### src/hdl/bmd_pkg.sv
// Shared types, constants and rounding helpers for the Bayer MHC demosaicer.
// No dependencies; every other file of the block but bmd_ram imports this package.
package bmd_pkg;

  localparam int PIX_W      = 8;
  localparam int CFG_W      = 13;
  localparam int CFG_IDX_W  = 4;
  localparam int SUM_W      = 16;
  localparam int FIFO_DEPTH = 8;

  localparam logic [CFG_IDX_W-1:0] REG_FRAME_WIDTH  = CFG_IDX_W'(0);
  localparam logic [CFG_IDX_W-1:0] REG_FRAME_HEIGHT = CFG_IDX_W'(1);

  localparam logic [CFG_W-1:0] FRAME_WIDTH_RST  = CFG_W'(424);
  localparam logic [CFG_W-1:0] FRAME_HEIGHT_RST = CFG_W'(636);

  // Thirteen kernel taps around the center plus the Bayer phase of the pixel
  typedef struct packed {
    logic [PIX_W-1:0] ctr;
    logic [PIX_W-1:0] w1;
    logic [PIX_W-1:0] e1;
    logic [PIX_W-1:0] n1;
    logic [PIX_W-1:0] s1;
    logic [PIX_W-1:0] w2;
    logic [PIX_W-1:0] e2;
    logic [PIX_W-1:0] n2;
    logic [PIX_W-1:0] s2;
    logic [PIX_W-1:0] nw;
    logic [PIX_W-1:0] ne;
    logic [PIX_W-1:0] sw;
    logic [PIX_W-1:0] se;
    logic             row_odd;
    logic             col_odd;
  } bmd_taps_t;

  typedef struct packed {
    logic [PIX_W-1:0] red;
    logic [PIX_W-1:0] green;
    logic [PIX_W-1:0] blue;
    logic             eol;
    logic             eof;
  } bmd_pixel_t;

  // Divide a 16x sum by 16, truncating, and clamp to the pixel range
  function automatic logic [PIX_W-1:0] trunc16(input logic signed [SUM_W-1:0] s);
    logic signed [SUM_W-1:0] q;
    q = s >>> 4;
    if (s <= 0) return '0;
    if (q > 255) return 8'hFF;
    return q[PIX_W-1:0];
  endfunction

  // Divide a 16x sum by 16, rounding half up on positive values, and clamp
  function automatic logic [PIX_W-1:0] round16(input logic signed [SUM_W-1:0] s);
    logic signed [SUM_W-1:0] q;
    q = (s + SUM_W'(8)) >>> 4;
    if (s <= 0) return '0;
    if (q > 255) return 8'hFF;
    return q[PIX_W-1:0];
  endfunction

endpackage

### src/hdl/bmd_kernel.sv
// MHC kernel arithmetic: turns thirteen mirrored taps into one RGB pixel.
// Depends on bmd_pkg for the tap struct and the rounding helpers.
module bmd_kernel (
  input  bmd_pkg::bmd_taps_t taps_i,
  output logic [7:0]         red_o,
  output logic [7:0]         green_o,
  output logic [7:0]         blue_o
);
  import bmd_pkg::*;

  logic signed [SUM_W-1:0] ctr, hn, vn, hf, vf, diag, n4, far;
  logic signed [SUM_W-1:0] g_sum, x_sum, h_sum, v_sum;

  // Neighbor sums at unit weight
  always_comb begin
    ctr  = SUM_W'(taps_i.ctr);
    hn   = SUM_W'(taps_i.w1) + SUM_W'(taps_i.e1);
    vn   = SUM_W'(taps_i.n1) + SUM_W'(taps_i.s1);
    hf   = SUM_W'(taps_i.w2) + SUM_W'(taps_i.e2);
    vf   = SUM_W'(taps_i.n2) + SUM_W'(taps_i.s2);
    diag = SUM_W'(taps_i.nw) + SUM_W'(taps_i.ne) + SUM_W'(taps_i.sw) + SUM_W'(taps_i.se);
    n4   = hn + vn;
    far  = hf + vf;
  end

  // Kernels at sixteen times pixel scale
  always_comb begin
    g_sum = (ctr <<< 3) + (n4 <<< 2) - (far <<< 1);
    x_sum = (ctr <<< 3) + (ctr <<< 2) + (diag <<< 2) - (far <<< 1) - far;
    h_sum = (ctr <<< 3) + (ctr <<< 1) + (hn <<< 3) - (diag <<< 1) - (hf <<< 1) + vf;
    v_sum = (ctr <<< 3) + (ctr <<< 1) + (vn <<< 3) - (diag <<< 1) - (vf <<< 1) + hf;
  end

  // Select per Bayer phase
  always_comb begin
    case ({taps_i.row_odd, taps_i.col_odd})
      2'b00: begin
        red_o   = taps_i.ctr;
        green_o = trunc16(g_sum);
        blue_o  = round16(x_sum);
      end
      2'b01: begin
        red_o   = round16(h_sum);
        green_o = taps_i.ctr;
        blue_o  = round16(v_sum);
      end
      2'b10: begin
        red_o   = round16(v_sum);
        green_o = taps_i.ctr;
        blue_o  = round16(h_sum);
      end
      default: begin
        red_o   = round16(x_sum);
        green_o = trunc16(g_sum);
        blue_o  = taps_i.ctr;
      end
    endcase
  end

endmodule

### config.mk
export PLATFORM = sky130hd
export DESIGN_NAME = bmd_kernel
export DESIGN_NICKNAME = d
export VERILOG_FILES = /design/src/hdl/bmd_pkg.sv /design/src/hdl/bmd_kernel.sv
export SDC_FILE = /design/constraint.sdc
export NUM_CORES = 1
export LEC_CHECK = 0
export BUFFER_PORTS_ARGS = -buffer_cell sky130_fd_sc_hd__buf_2
export CORE_AREA = 2 2 137 139
export DETAILED_ROUTE_END_ITERATION = 10
export DIE_AREA = 0 0 139 141
export PLACE_DENSITY = 0.89
export SETUP_SLACK_MARGIN = 0.02
export SLEW_MARGIN = 0
export SYNTH_ARGS = -nofsm -noshare
export SYNTH_HDL_FRONTEND = slang
export SYNTH_SLANG_ARGS = --single-unit
### constraint.sdc
create_clock -name vclk -period 10.05
set_clock_uncertainty 0.2 [all_clocks]
set_input_delay 1.005 -clock vclk [all_inputs]
set_output_delay 1.005 -clock vclk [all_outputs]
set_load 0.01 [all_outputs]
==> results of run 1 <==
## what timing repair did
item,in CTS,in global routing
endpoints found under the setup margin,14,16
gates resized for setup,6,67
pin swaps,2,26
setup buffers,0,6
## layer usage
layer / vias up / track usage (%) / wire [um]
li1: 4916 / - / -
met1: 4897 / 39.2 / 12500
met2: 540 / 51.7 / 14400
met3: 126 / 3.40 / 2920
met4: 0 / 13.1 / 1770
met5: - / 0 / 0
## synthesized netlist by cell type, types with 5 or more instances
| cell | instances |
|---|---|
| a2111oi_0 | 7 |
| a211o_1 | 9 |
| a211oi_1 | 12 |
| a21boi_0 | 5 |
| a21o_1 | 43 |
| a21oi_1 | 82 |
| a22oi_1 | 10 |
| a311oi_1 | 5 |
| a31o_2 | 5 |
| a31oi_1 | 15 |
| and2_1 | 9 |
| and3_1 | 6 |
| clkbuf_1 | 7 |
| fa_1 | 84 |
| ha_1 | 160 |
| inv_1 | 235 |
| mux2i_1 | 9 |
| nand2_1 | 54 |
| nand2b_1 | 12 |
| nand3_1 | 23 |
| nand4_1 | 6 |
| nor2_1 | 77 |
| nor2b_1 | 15 |
| nor3_1 | 33 |
| nor3b_1 | 9 |
| nor4_1 | 7 |
| o2111a_1 | 5 |
| o2111ai_1 | 6 |
| o21a_1 | 19 |
| o21ai_0 | 52 |
| o21ai_1 | 15 |
| o21bai_1 | 25 |
| o22ai_1 | 5 |
| o31a_1 | 6 |
| o31ai_1 | 5 |
| or2_2 | 5 |
| or3_1 | 11 |
| or4_1 | 7 |
| xnor2_1 | 77 |
| xor2_1 | 35 |
## final timing paths
| check | startpoint | to | slack (ns) | cells past startpoint |
|---|---|---|---|---|
| hold / removal | taps_i[100] | blue_o[2] | 2.27 | 4 |
| setup / recovery | taps_i[20] | red_o[7] | 0.11 | 33 |
## stage by stage
step | worst slack, ns | cell area [um^2] | TNS (ns)
final | 0.107 | 11800 | 0
after global routing | -0.135 | 11800 | -1.39
after CTS | 0.0287 | 11300 | 0
after detailed placement | -0.103 | 11300 | -0.541
after global placement | 0.0153 | 11300 | 0
after floorplan | 0.193 | 9910 | 0
## layout make-up
type | count | area (um^2) | area share, %
inverters | 236 | 886 | 7.52
multi-input cells | 1040 | 9400 | 79.8
repair buffers | 204 | 1210 | 10.2
well taps | 234 | 293 | 2.48
## critical path: cells and delay by family
kind / cells / cell delay, ns
AO/OA/AOI/OAI: 11 / 1.87
XOR/XNOR: 2 / 0.28
adder cells (fa/ha/maj): 7 / 2.99
buffers and inverters: 7 / 0.65
AND/OR/NAND/NOR: 6 / 1.93
## placed cells by master, fill, tap and decap left out, types with 5 or more instances in the layout
cell	Yosys	layout
a21oi_2	0	8
a21o_1	43	43
a311oi_1	5	5
a31o_2	5	5
a211oi_1	12	11
a21oi_1	82	73
nand2_1	54	54
o2111a_1	5	5
a22oi_1	10	9
nor2b_1	15	14
o21ai_1	15	15
xnor2_1	77	70
nand4_1	6	6
buf_4	0	74
a211o_1	9	9
o21bai_1	25	25
xor2_1	35	33
ha_4	0	10
or3_1	11	10
nor3b_1	9	8
ha_1	160	148
inv_1	235	233
nor3_1	33	32
nor2_1	77	75
xnor2_2	1	8
and2_1	9	9
nand2b_1	12	12
mux2i_1	9	9
o21a_1	19	19
o21ai_0	52	51
o31a_1	6	6
a31oi_1	15	14
o2111ai_1	6	5
buf_2	2	130
o31ai_1	5	5
and3_1	6	6
nand3_1	23	23
fa_1	84	83
## cell families after synthesis
| logic type | count (synthesis) | synth area share [%] |
|---|---|---|
| compound gates | 380 | 26.9 |
| buf+inv | 248 | 9.42 |
| fa+ha+maj | 244 | 37.2 |
| xor+xnor | 114 | 10.2 |
| mux | 14 | 1.59 |
| simple gates | 288 | 14.7 |
==> impl_metrics.ini, run 1 <==
[floorplan]
core_um2 = 18300
io_pins = 130
die_area_um2 = 19600
die_h_um = 141
die_w_um = 139
start_util_pct = 54.3
row_count = 50

[cells_and_area]
drive_above_1_share_pct = 19.7
n_clock_buffer = 0
n_fill_cell = 1586
fin_nets = 1832
flops_and_latches = 0
insertedDiodeCount = 0
final_util_pct = 64.5
area_delta_synth_final_pct = 18.9
instances_no_fill = 1714
ff_latch_area_um2 = 0

[worst_setup_path]
cp_max_fo = 5
crit_path_end_kind = output pin
critical_path_class = in2out
arrival_ns = 8.74
critPathMaxStageDelay_ns = 0.57
start_kind = input pin
worstPathRequired_ns = 8.85
cp_slowest_cell = fa_1

[grt]
antenna_found_initial = 0
grt_pass1_vias = 10000
grt_pass1_wl_mm = 48.7
grt-ovfl-total = 0
grt.total_usage_pct = 30.4
grt_max_degree = 18

[sta]
max_clock_freq_mhz = 101
worst_slew_pin_slew_ns = 1.19
slew_viol_final = 0
setup_viol = 0
hold_violations = 0
rsz0062_at_grt = true
max_slew_margin_pct = 18.3
fin_crit_sh_pct = 98.9
timing.hold.ws_ns = 2.27
fin_crit_ns = 9.94

[yosys]
synth_area_leaders = ha_1 (20%), fa_1 (17%), inv_1 (8.9%), xnor2_1 (6.8%), a21oi_1 (4.1%)
synth_top_area_share_pct = 20.2
synth_nets = 1638
netlist-cell-type-count = 79
synth_top_area_cell = ha_1
syn_inst = 1288
avgSynthCellArea_um2 = 7.70
yosysWarnings = 0
yosysSeqAreaShare_pct = 0
synthesis.area_um2 = 9910

[route]
via_count = 10500
drc = 0
antenna_left = 0
wl_mm = 31.7
dr.first_iter.drc_count = 859
drt-vias-per-instance = 6.11
first_pass_iters = 6
wl_per_cell_um = 18.5

[placement]
dp_hpwl_mm = 26.8
place_congestion = 1.01
portBuffers = 130
dp_cells = 1708

[outcome]
outcome = complete, no violations

[run]
cap_violations = 0

[clocking]
ctsHoldBuffers = 0

[hold_path]
hold_class = in2out
Power of run 1 is left out: the tool's default activity adds up to more than one toggle a clock period on the data nets, which glitch-free logic cannot reach.
==> run 2, diff against run 1 <==
CELL_PAD_IN_SITES_DETAIL_PLACEMENT = 0   (was default)
CELL_PAD_IN_SITES_GLOBAL_PLACEMENT = 1   (was default)
CORE_AREA = 2 2 159 161   (was 2 2 137 139)
DIE_AREA = 0 0 161 163   (was 0 0 139 141)
PLACE_DENSITY = 0.9   (was 0.89)
==> run 2 against run 1 <==
  * Via count decreased by 3.5%
  * Hold slack improved by 0.0052 ns
  * First-iteration DRC count is 8.3% higher
  * Flip-flop and latch count unchanged
  * Highest routed layer unchanged
==> impl_metrics.ini, run 2 (synthesis gave the netlist of run 1 again) <==
[placement]
dp_cells = 1799
place_congestion = 0.994
dp_hpwl_mm = 27.9
portBuffers = 130
dpl-instance-area_um2 = 11400

[floorplan]
row_count = 58
core_um2 = 24700
die_area_um2 = 26200
io_pins = 130
die_w_um = 161
die_h_um = 163
start_util_pct = 40.2

[sta]
hold_violations = 0
max_slew_margin_pct = 47.3
setup_viol = 0
rsz0062_at_grt = true
fin_crit_sh_pct = 97.8
setup_tns_ns = 0
fin_crit_ns = 9.83
slew_viol_final = 0
worst_slew_pin_slew_ns = 0.788
max_clock_freq_mhz = 102

[worst_setup_path]
critPathMaxStageDelay_ns = 0.55
cp_max_fo = 5
critical_path_class = in2out
start_kind = input pin
crit_path_end_kind = output pin
worstPathRequired_ns = 8.85
arrival_ns = 8.62
cp_slowest_cell = or4_4

[cells_and_area]
instances_no_fill = 1808
final_util_pct = 48.0
final_cell_mix = inv_1 (232), ha_1 (151), buf_2 (130), fa_1 (83), nor2_1 (75)
ff_latch_area_um2 = 0
drive_above_1_share_pct = 20.0
insertedDiodeCount = 0
area_delta_synth_final_pct = 19.5
fin_nets = 1830
final_area_um2 = 11800
flops_and_latches = 0
n_clock_buffer = 0
layout_commonest_cell = inv_1

[route]
wl_mm = 32.3
first_pass_iters = 6
via_count = 10100
wl_per_cell_um = 17.9
drt-vias-per-instance = 5.59
dr.first_iter.drc_count = 930
drc = 0
antenna_left = 0

[grt]
gr-max-usage-layer = met2
grt_pass1_vias = 9637
antenna_found_initial = 0
grt_pass1_wl_mm = 49.7
grt.total_usage_pct = 23.7
grtUsageMet1_pct = 31.8
grtUsageMet2_pct = 41.6
grt_max_degree = 18
grt-ovfl-total = 0
met3_usage_pct = 1.02

[clocking]
ctsHoldBuffers = 0

[hold_path]
hold_class = in2out

[run]
cap_violations = 0

[outcome]
outcome = complete, no violations
[run 2: cell types whose count changed in the layout (fill, tap and decap cells not counted), sizes merged]
cell	previous run	this run
buf	204	202
[run 2: cell type report]
class	count	area [um^2]
repair buffers	202	1190
well taps	330	413
inverters	236	886
fillers	2468	12800
multi-input cells	1040	9360
[run 2: routing by layer]
layer	wire length, um	share of wire, %
met3	2240	6.9
met4	1030	3.2
met1	13900	43
met5	0	0
met2	15100	47
[run 2: critical path: cells and delay by family]
family / cells / cell delay (ns)
AOI/OAI and AO/OA: 10 / 1.91
xor gates and xnor gates: 2 / 0.46
buffers and inverters: 7 / 0.63
adders and majority gates: 8 / 3.10
and+or+nand+nor: 4 / 1.51
[run 2: repair_timing]
item / CTS / global route
endpoints found under the setup margin: 16 / 16
buffers inserted: 4 / 5
gates resized for setup: 14 / 65
pin swaps: 8 / 27
[run 2: per-stage QoR]
step	hold WS, ns	setup slack (ns)
floorplan	1.96	0.193
global placement	2.27	-0.143
detailed placement	2.28	-0.260
CTS	2.28	0.0239
global route	2.31	0.00784
finish	2.28	0.224
[run 2: final timing paths]
kind,from,endpoint,slack [ns],cells after the start
max,taps_i[3],blue_o[1],0.22,31
min,taps_i[100],blue_o[2],2.28,4
Power of run 2 is left out for the same reason.
