### src/hdl/bmd_pkg.sv
// Shared types, constants and rounding helpers for the Bayer MHC demosaicer.
// No dependencies; every other file of the block but bmd_ram imports this package.
package bmd_pkg;

  localparam int PIX_W      = 8;
  localparam int CFG_W      = 13;
  localparam int CFG_IDX_W  = 4;
  localparam int SUM_W      = 16;
  localparam int FIFO_DEPTH = 8;

  localparam logic [CFG_IDX_W-1:0] REG_FRAME_WIDTH  = CFG_IDX_W'(0);
  localparam logic [CFG_IDX_W-1:0] REG_FRAME_HEIGHT = CFG_IDX_W'(1);

  localparam logic [CFG_W-1:0] FRAME_WIDTH_RST  = CFG_W'(424);
  localparam logic [CFG_W-1:0] FRAME_HEIGHT_RST = CFG_W'(636);

  // Thirteen kernel taps around the center plus the Bayer phase of the pixel
  typedef struct packed {
    logic [PIX_W-1:0] ctr;
    logic [PIX_W-1:0] w1;
    logic [PIX_W-1:0] e1;
    logic [PIX_W-1:0] n1;
    logic [PIX_W-1:0] s1;
    logic [PIX_W-1:0] w2;
    logic [PIX_W-1:0] e2;
    logic [PIX_W-1:0] n2;
    logic [PIX_W-1:0] s2;
    logic [PIX_W-1:0] nw;
    logic [PIX_W-1:0] ne;
    logic [PIX_W-1:0] sw;
    logic [PIX_W-1:0] se;
    logic             row_odd;
    logic             col_odd;
  } bmd_taps_t;

  typedef struct packed {
    logic [PIX_W-1:0] red;
    logic [PIX_W-1:0] green;
    logic [PIX_W-1:0] blue;
    logic             eol;
    logic             eof;
  } bmd_pixel_t;

  // Divide a 16x sum by 16, truncating, and clamp to the pixel range
  function automatic logic [PIX_W-1:0] trunc16(input logic signed [SUM_W-1:0] s);
    logic signed [SUM_W-1:0] q;
    q = s >>> 4;
    if (s <= 0) return '0;
    if (q > 255) return 8'hFF;
    return q[PIX_W-1:0];
  endfunction

  // Divide a 16x sum by 16, rounding half up on positive values, and clamp
  function automatic logic [PIX_W-1:0] round16(input logic signed [SUM_W-1:0] s);
    logic signed [SUM_W-1:0] q;
    q = (s + SUM_W'(8)) >>> 4;
    if (s <= 0) return '0;
    if (q > 255) return 8'hFF;
    return q[PIX_W-1:0];
  endfunction

endpackage

### src/hdl/bmd_out_fifo.sv
// Output queue that decouples the fixed-latency pipeline from the consumer.
// Depends on bmd_pkg for the pixel struct and the queue depth.
module bmd_out_fifo (
  input  logic                clk_i,
  input  logic                rst_ni,
  input  logic                push_i,
  input  bmd_pkg::bmd_pixel_t data_i,
  input  logic                pop_i,
  output bmd_pkg::bmd_pixel_t data_o,
  output logic                valid_o,
  output logic [$clog2(bmd_pkg::FIFO_DEPTH):0] count_o
);
  import bmd_pkg::*;

  localparam int PW = $clog2(FIFO_DEPTH);

  bmd_pixel_t      entry_q [FIFO_DEPTH];
  logic [PW-1:0]   wr_ptr_q, rd_ptr_q;
  logic [PW:0]     count_q, count_d;
  logic            do_pop;

  assign do_pop = pop_i && (count_q != '0);

  // Store pushed pixels
  always_ff @(posedge clk_i) begin
    if (push_i) begin
      entry_q[wr_ptr_q] <= data_i;
    end
  end

  // Advance pointers and count
  always_comb begin
    count_d = count_q;
    case ({push_i, do_pop})
      2'b10:   count_d = count_q + 1'b1;
      2'b01:   count_d = count_q - 1'b1;
      default: count_d = count_q;
    endcase
  end

  always_ff @(posedge clk_i or negedge rst_ni) begin
    if (!rst_ni) begin
      wr_ptr_q <= '0;
      rd_ptr_q <= '0;
      count_q  <= '0;
    end else begin
      if (push_i) wr_ptr_q <= wr_ptr_q + 1'b1;
      if (do_pop) rd_ptr_q <= rd_ptr_q + 1'b1;
      count_q <= count_d;
    end
  end

  assign data_o  = entry_q[rd_ptr_q];
  assign valid_o = (count_q != '0);
  assign count_o = count_q;

endmodule

### config.mk
export PLATFORM = sky130hd
export DESIGN_NAME = bmd_out_fifo
export DESIGN_NICKNAME = d
export VERILOG_FILES = /design/src/hdl/bmd_pkg.sv /design/src/hdl/bmd_out_fifo.sv
export SDC_FILE = /design/constraint.sdc
export NUM_CORES = 1
export LEC_CHECK = 0
export ABC_AREA = 1
export BUFFER_PORTS_ARGS = -buffer_cell sky130_fd_sc_hd__buf_4
export CAP_MARGIN = 5
export CORE_UTILIZATION = 52
export CTS_CLUSTER_SIZE = 10
export DETAILED_ROUTE_END_ITERATION = 10
export PLACE_DENSITY = 0.76
export SLEW_MARGIN = 5
export SYNTH_ARGS = -nofsm -noshare
export SYNTH_HDL_FRONTEND = slang
export SYNTH_SLANG_ARGS = --single-unit
### constraint.sdc
create_clock -name clk_i -period 5.25 [get_ports clk_i]
set_input_delay 0.2625 -clock clk_i [delete_from_list [all_inputs] [get_ports clk_i]]
set_output_delay 0.2625 -clock clk_i [all_outputs]
set_load 0.03 [all_outputs]
==> run metrics, run 1 <==
outcome=finished clean; Routed WL per cell=about 18 um; Slew Limit Fails=0; hpwl dp=9.42 mm; crit path kind=reg -> out; gr usage total=0.215; commonest cells after routing, fill and taps aside=edfxtp_1, nor2_1, nand2_1; Synth Instances=717; synthesis-to-layout area growth=18.1%; top cell type by total area after synthesis=edfxtp_1; Setup Skew=0.00947 ns; via count=5720; Clock transition at path regs=0.05 ns; root buffer cell=clkbuf_16; maximum clock rate=roughly 0.31 GHz; final wirelength=18.4 mm; TNS Setup=0 ns; drc violations=0; Worst Max-Slew Pin Slew=1.31 ns; Yosys reg bits=218; global-route wire length before repair=29.2 mm; Power per Cell Area=582 nW/um^2; num rows=46; fin area=approximately 10000 sq um; DP Cell Count=967; IO Port Bufs=60; max_slew headroom=0.126; min cycle time layout=approximately 3.2 ns; initial antenna violation count=0; layout cells sized above 1=0.137; core area=16100 sq um; syn avg cell area=12.2 sq um; post-synthesis sequential area ratio=0.744; drt via density=5.54; remaining global-route overflow=0; Die X=132 um; Yosys cell types=20; TritonRoute pass-1 iters=5; antenna viol nets, final=0; leading cell type in the layout, fill and taps excluded=edfxtp_1; clock sink count=218; worst setup margin=about 2 ns; pre-CTS setup slack=around 2.6 ns; TritonCTS clock tree=done; DP Area=9350 sq um; RSZ-0062 raised after global routing=false; Cell Area, Synth=8730 sq um; final net count=841; WP data required=4.99 ns; Setup-failing EPs final=0; Synth top area share=0.716; total number of yosys warnings=0; Top Ports=61; # diodes=0; signal arrival time at the worst endpoint=2.99 ns; Placer Congestion=0.747; htree depth=1; Resized Gates After CTS=0; HP Class=in -> reg; Synthesized Nets=around 750; Max-Cap Viols=0; Critical Path Fanout Max=74; starting density of the core=0.542; maximum root-to-sink buffer count=3; die area=around 17000 sq um; ranking of synthesized cells by area=edfxtp_1, nor2_1, o21ai_1, nand2_1, o21ai_0; Die H=around 130 um; DR iter-0 viols=503; CP Launch Type=flop; maximum VDD drop=between 0.0003 and 0.0004 V; Crit. End Element=output port; final non-filler cell total=just over 1000; largest net degree at the start of global routing=106; Clk Latency, worst-skew pair=0.51 ns; Fin. Hold Viols=0; cts bufs inserted=25; number of global-route vias before repair=5674; Pleak=0.00372 uW; ratio of final minimum period to clock period=0.619
==> cell usage after synthesis <==
library cell / instances
edfxtp_1: 208
nor2_1: 167
nand2_1: 103
o21ai_1: 92
o21ai_0: 67
clkbuf_1: 13
buf_2: 12
inv_1: 11
dfrtp_1: 10
buf_6: 7
buf_1: 5
ha_1: 5
nand3_1: 5
xor2_1: 3
inv_2: 2
or2_2: 2
xnor2_1: 2
a21o_1: 1
buf_4: 1
nand3b_1: 1
==> kinds of logic after synthesis <==
group	Yosys count	synth area share
buffers and inverters	51	0.0301
and+or+nand+nor	278	0.121
xor gates and xnor gates	5	0.00502
adders and majority gates	5	0.00717
DFF	218	0.744
AOI/OAI and AO/OA	160	0.0920
==> sequential cells by signal, indices dropped and copies added, names as in the netlist <==
signal	count
entry_q	208
count_o	4
wr_ptr_q	3
rd_ptr_q	3
==> stage by stage <==
stage | power, uW | util | hold WS (ns)
floorplan | 3850 | - | -0.0331
global placement | 4440 | 0.580 | 0.0977
detailed placement | 4530 | 0.580 | 0.103
CTS | 6020 | 0.639 | 0.104
global route | 6340 | 0.639 | 0.120
finish | 6000 | 0.639 | 0.113
==> layout make-up <==
type,instances,area [sq um]
clock buffers,35,663
clock inverters,2,12.5
fillers,1210,5810
inverters,13,50.0
multi-input cells,448,1990
flip-flops and latches,218,6500
well taps,216,270
repair buffers,100,821
==> repair_timing <==
item                                   in CTS  in global routing
hold buffers                               28                  0
endpoints found under the hold margin     216                  0
buffers inserted                            0                  0
==> worst paths after layout <==
kind	end	slack, ns	depth (start not counted)	from
min reg2reg	wr_ptr_q[0]	0.55	2	wr_ptr_q[0]
min in group asynchronous	count_o[0]	0.13	2	rst_ni
max	data_o[13]	2.00	6	rd_ptr_q[1]
min	rd_ptr_q[1]	0.11	4	pop_i
max reg2reg	count_o[2]	3.03	13	count_o[1]
max in group asynchronous	rd_ptr_q[0]	4.96	2	rst_ni
==> power breakdown <==
part | switching, uW | leakage, uW | internal (uW)
Clock | 611 | 0.000326 | 864
Sequential | 148 | 0.00201 | 2120
Combinational | 1530 | 0.00139 | 728
Total | 2290 | 0.00372 | 3710
==> critical path, stage by stage, from the launching register on <==
cell,delay (ns)
dfrtp_2,1.23
buf_4,0.48
o21ai_0,0.18
o21ai_1,0.18
nand2_1,0.06
nand2_1,0.13
buf_4,0.18
==> metal layers <==
metal,vias to the layer above,GRT usage,part of all wire
li1,2676,-,-
met1,2791,0.287,0.43
met2,217,0.362,0.49
met3,36,0.0313,0.058
met4,0,0.0698,0.020
met5,-,0,0
Note: power is estimated with default switching activity, not from simulation.
==> run 2: changes to the inputs <==
--- a/config.mk
+++ b/config.mk
@@ -11,7 +11,7 @@
 export CORE_UTILIZATION = 52
 export CTS_CLUSTER_SIZE = 10
 export DETAILED_ROUTE_END_ITERATION = 10
-export PLACE_DENSITY = 0.76
+export PLACE_DENSITY = 0.79
 export SLEW_MARGIN = 5
 export SYNTH_ARGS = -nofsm -noshare
 export SYNTH_HDL_FRONTEND = slang
==> constraint.sdc (replaced) <==
create_clock -name clk_i -period 2.9 [get_ports clk_i]
set_input_delay 0.145 -clock clk_i [delete_from_list [all_inputs] [get_ports clk_i]]
set_output_delay 0.145 -clock clk_i [all_outputs]
set_load 0.03 [all_outputs]
==> run 2 against run 1 <==
  * Utilization up 0.57 points
  * Die area unchanged
  * Count of clock-buffer cells in the layout up 1
==> run metrics, run 2 (synthesized netlist as in run 1, its figures left out) <==
maximum root-to-sink buffer count=3 (unchanged); remaining global-route overflow=0 (unchanged); DP Area=9440 sq um (was 9350 sq um); core area=16100 sq um (unchanged); ratio of final minimum period to clock period=0.900; min cycle time layout=2.61 ns; Setup Skew=0.00880 ns (was 0.00947 ns); cts bufs inserted=25 (unchanged); post-CTS setup buffer count=0 (unchanged); maximum clock rate=0.383 GHz; layout cells sized above 1=0.140 (was 0.137); Max-Cap Viols=0 (unchanged); worst r2r dst=count_o[2] (unchanged); Top Ports=61 (unchanged); IO Port Bufs=60 (unchanged); Critical Path Fanout Max=105 (was 74); final net count=846 (was 841); largest net degree at the start of global routing=106 (unchanged); Hold Buf Count CTS=29 (was 28); HP Class=in -> async (was in -> reg); clock sink count=218 (unchanged); Total Power=10800 uW (was 6000 uW); max_slew headroom=0.330 (was 0.126); # diodes=0 (unchanged); fin area=10400 sq um (was 10300 sq um); RR Startpoint=count_o[0] (was count_o[1]); drt via density=5.36 (was 5.54); antenna viol nets, final=0 (unchanged); final wirelength=17.4 mm (was 18.4 mm); DR iter-0 viols=469 (was 503); Pleak=0.00376 uW (was 0.00372 uW); num rows=46 (unchanged); starting density of the core=0.542 (unchanged); Worst Max-Slew Pin Slew=1.00 ns (was 1.31 ns); Fin. Hold Viols=0 (unchanged); Clk Latency, worst-skew pair=0.50 ns (was 0.51 ns); outcome=finished clean (unchanged); TNS Setup=0 ns (unchanged); final core area utilization=0.645 (was 0.639); crit path kind=reg -> out (unchanged); number of global-route vias before repair=5393 (was 5674); global-route wire length before repair=27.4 mm (was 29.2 mm); Crit. End Element=output port (unchanged); Die H=132 um (unchanged); Setup-failing EPs final=0 (unchanged); Resized Gates After CTS=0 (unchanged); commonest cells after routing, fill and taps aside=edfxtp_1, nor2_1, nand2_1 (unchanged); reg-to-reg setup timing slack=0.73 ns (was 3.03 ns); initial antenna violation count=0 (unchanged); pre-CTS setup slack=0.729 ns (was 2.62 ns); leading cell type in the layout, fill and taps excluded=edfxtp_1 (unchanged); maximum VDD drop=0.000780 V (was 0.000388 V); die area=17300 sq um (unchanged); TritonRoute pass-1 iters=4 (was 5); max FFs per register=208 (unchanged); root buffer cell=clkbuf_16 (unchanged); Clock transition at path regs=0.05 ns (about the same); via count=5551 (was 5720); RSZ-0062 raised after global routing=false (unchanged); htree depth=1 (unchanged); signal arrival time at the worst endpoint=2.46 ns (was 2.99 ns); TritonCTS clock tree=done (unchanged); WP data required=2.76 ns (was 4.99 ns); Power per Cell Area=1040 nW/um^2 (was 582 nW/um^2); Routed WL per cell=16.8 um (was 17.8 um); hpwl dp=9.39 mm (was 9.42 mm); worst setup margin=0.291 ns (was 2.00 ns); gr usage total=0.203 (was 0.215); Top reg by flops=entry_q (unchanged); Placer Congestion=0.735 (was 0.747); CP Launch Type=flop (unchanged); Reg2Reg Depth=12 (was 13); Die X=132 um (unchanged); drc violations=0 (unchanged); synthesis-to-layout area growth=19.1% (was 18.1%); Slew Limit Fails=0 (unchanged)
## run 2: report_power, final
part	internal (uW)	leakage [uW]	switching, uW	total [uW]
combinational	1360	0.00143	2880	4250
sequential	3840	0.00201	120	3960
clock	1560	0.000321	1070	2630
## run 2: how the worst max path moves through the flow
stage	from	to	slack (ns)
CTS	rd_ptr_q[0]	data_o[18]	0.27
finish	rd_ptr_q[0]	data_o[23]	0.29
global route	rd_ptr_q[0]	data_o[23]	0.11
detailed placement	count_o[0]	count_o[2]	0.73
floorplan	count_o[1]	count_o[2]	0.50
global placement	count_o[0]	count_o[2]	0.81
## run 2: area by class of cell
| cell class | instances | area [sq um] |
|---|---|---|
| Sequential cell | 218 | 6500 |
| Fill cell | 1190 | 5720 |
| Multi-Input combinational cell | 448 | 1990 |
| Timing Repair Buffer | 105 | 923 |
| Clock buffer | 36 | 667 |
| Tap cell | 216 | 270 |
| Inverter | 13 | 48.8 |
## run 2: metal layers
metal,global-route usage,vias to the layer above,part of all wire
met5,0,-,0
met4,0.0717,0,0.021
met3,0.0324,31,0.053
met2,0.357,173,0.51
met1,0.256,2662,0.41
li1,-,2685,-
## run 2: critical path: stages (launching register included)
cell and delay, ns:
dfrtp_2 0.36, buf_4 0.78, o21ai_0 0.25, o21ai_1 0.18, nand2_1 0.07, nand2_1 0.13
buf_4 0.17
## run 2: through the flow
stage,instances,hold WS (ns)
after CTS,1036,0.000944
after global placement,971,-0.0181
final,1036,0.0177
after floorplan,717,-0.151
after detailed placement,971,-0.0141
after global routing,1036,0.0175
==> run 3: changes to the inputs <==
--- a/config.mk
+++ b/config.mk
@@ -11,6 +11,7 @@
 export CORE_UTILIZATION = 52
 export CTS_CLUSTER_SIZE = 10
 export DETAILED_ROUTE_END_ITERATION = 10
+export GPL_TIMING_DRIVEN = 0
 export PLACE_DENSITY = 0.79
 export SLEW_MARGIN = 5
 export SYNTH_ARGS = -nofsm -noshare
==> run 3 against run 2 <==
  * Clock skew about the same
  * Sequential share of layout area decreased by 0.43 points
  * Via count increased by 5.7%
  * Critical endpoint is now data_o[20]
==> run metrics, run 3 (synthesized netlist as in run 1, its figures left out) <==
crit-path cells=clkbuf_1 > o21ai_0 > o21ai_1 > nand2_1 > nand2_1 > buf_4 (was buf_4 > o21ai_0 > o21ai_1 > nand2_1 > nand2_1 > buf_4); Power per Cell Area=1070 nW/um^2 (was 1040 nW/um^2); ratio of final minimum period to clock period=0.867 (was 0.900); signal arrival time at the worst endpoint=2.37 ns (was 2.46 ns); initial antenna violation count=0 (unchanged); IO Port Bufs=60 (unchanged); WP data required=2.76 ns (about the same); synthesis-to-layout area growth=19.9% (was 19.1%); maximum VDD drop=0.000625 V (was 0.000780 V); Die X=132 um (unchanged); final net count=868 (was 846); maximum clock rate=0.398 GHz (was 0.383 GHz); starting density of the core=0.542 (unchanged); layout cells sized above 1=0.139 (was 0.140); cts bufs inserted=25 (unchanged); worst r2r dst=count_o[2] (unchanged); core area=16100 sq um (unchanged); most frequent cell on the critical path=nand2_1; Max stage delay on crit path=0.56 ns (was 0.78 ns); drt via density=5.54 (was 5.36); Setup-failing EPs final=0 (unchanged); DR iter-0 viols=603 (was 469); DP Area=9510 sq um (was 9440 sq um); final wirelength=19.5 mm (was 17.4 mm); Placer Congestion=0.757 (was 0.735); post-CTS setup buffer count=0 (unchanged); number of global-route vias before repair=5908 (was 5393); Worst Max-Slew Pin Slew=0.964 ns (was 1.00 ns); TritonCTS clock tree=done (unchanged); drc violations=0 (unchanged); antenna viol nets, final=0 (unchanged); remaining global-route overflow=0 (unchanged); max_slew headroom=0.356 (was 0.330); gr usage total=0.230 (was 0.203); commonest cells after routing, fill and taps aside=edfxtp_1, nor2_1, nand2_1 (unchanged); outcome=finished clean (unchanged); leading cell type in the layout, fill and taps excluded=edfxtp_1 (unchanged); Routed WL per cell=18.4 um (was 16.8 um); Slew Limit Fails=0 (unchanged); pre-CTS setup slack=0.761 ns (was 0.729 ns); htree depth=1 (unchanged); die area=17300 sq um (unchanged); CP Launch Type=flop (unchanged); HP Class=in -> async (unchanged); worst setup margin=0.386 ns (was 0.291 ns); # diodes=0 (unchanged); Max-Cap Viols=0 (unchanged); Fin. Hold Viols=0 (unchanged); min cycle time layout=2.51 ns (was 2.61 ns); RSZ-0062 raised after global routing=false (unchanged); root buffer cell=clkbuf_16 (unchanged); TritonRoute pass-1 iters=5 (was 4); Clock transition at path regs=0.05 ns (about the same); crit path kind=reg -> out (unchanged); final core area utilization=0.649 (was 0.645); clock sink count=218 (unchanged); Reg2Reg Depth=12 (unchanged); largest net degree at the start of global routing=27 (was 106); num rows=46 (unchanged); fin area=10500 sq um (was 10400 sq um); max FFs per register=208 (unchanged); hpwl dp=11.5 mm (was 9.39 mm); Crit. End Element=output port (unchanged); RR Startpoint=count_o[0] (unchanged); Slowest-stage cell, CP=dfrtp_1 (was buf_4); reg-to-reg setup timing slack=0.78 ns (was 0.73 ns); maximum root-to-sink buffer count=3 (unchanged); Top reg by flops=entry_q (unchanged); global-route wire length before repair=30.5 mm (was 27.4 mm); Total Power=11200 uW (was 10800 uW); Top Ports=61 (unchanged); Critical Path Fanout Max=10 (was 105); Clk Latency, worst-skew pair=0.51 ns (was 0.50 ns); Die H=132 um (unchanged); Pleak=0.00378 uW (was 0.00376 uW); Setup Skew=0.00841 ns (was 0.00880 ns); Min Hold Slack=0.00645 ns (was 0.0177 ns); via count=5866 (was 5551)
run 3: cell count changes in the layout (fill, tap and decap cells not counted), sizes merged:
cell / change
buf: +9
clkbuf: +13
run 3: what timing repair did:
| item | 4_1_cts | 5_1_grt |
|---|---|---|
| endpoints found under the hold margin | 223 | 0 |
| gates resized for setup | 0 | 0 |
| hold buffers | 29 | 0 |
run 3: cell type report:
class | instances | area [sq um]
clock buffer | 36 | 667
timing repair buffer | 89 | 741
buffer | 38 | 214
inverter | 13 | 48.8
fill | 1200 | 5650
sequential | 218 | 6500
tap | 216 | 270
multi-input combinational | 448 | 2030
run 3: through the flow:
stage | setup TNS (ns) | cells
floorplan | 0 | 717
global placement | -14.22 | 993
detailed placement | 0 | 993
CTS | 0 | 1058
global route | 0 | 1058
finish | 0 | 1058
run 3: how the worst max path moves through the flow:
stage / start / endpoint / slack (ns)
floorplan: count_o[1] / count_o[2] / 0.50
global placement: wr_ptr_q[0] / entry_q[0][17] / -0.20
detailed placement: count_o[0] / count_o[2] / 0.76
CTS: rd_ptr_q[0] / data_o[6] / 0.43
global route: rd_ptr_q[0] / data_o[20] / 0.30
finish: rd_ptr_q[0] / data_o[20] / 0.39
run 3: report_power, final:
part           switching [uW]  internal [uW]
registers                 149           3840
clock network            1100           1560
logic                    3130           1450
total                    4390           6860
run 3: layer usage:
| layer | global-route usage | vias up | routed length (um) |
|---|---|---|---|
| met4 | 0.0730 | 0 | 421 |
| met1 | 0.295 | 2811 | 7880 |
| li1 | - | 2736 | - |
| met2 | 0.399 | 276 | 9730 |
| met3 | 0.0355 | 43 | 1450 |
| met5 | 0 | - | 0 |
run 3: worst max-delay path, delay by kind of cell, from the launching register on:
kind            cells  cell delay [ns]
compound gates      2             0.41
buf+inv             2             0.66
flops               1             0.56
simple gates        2             0.22
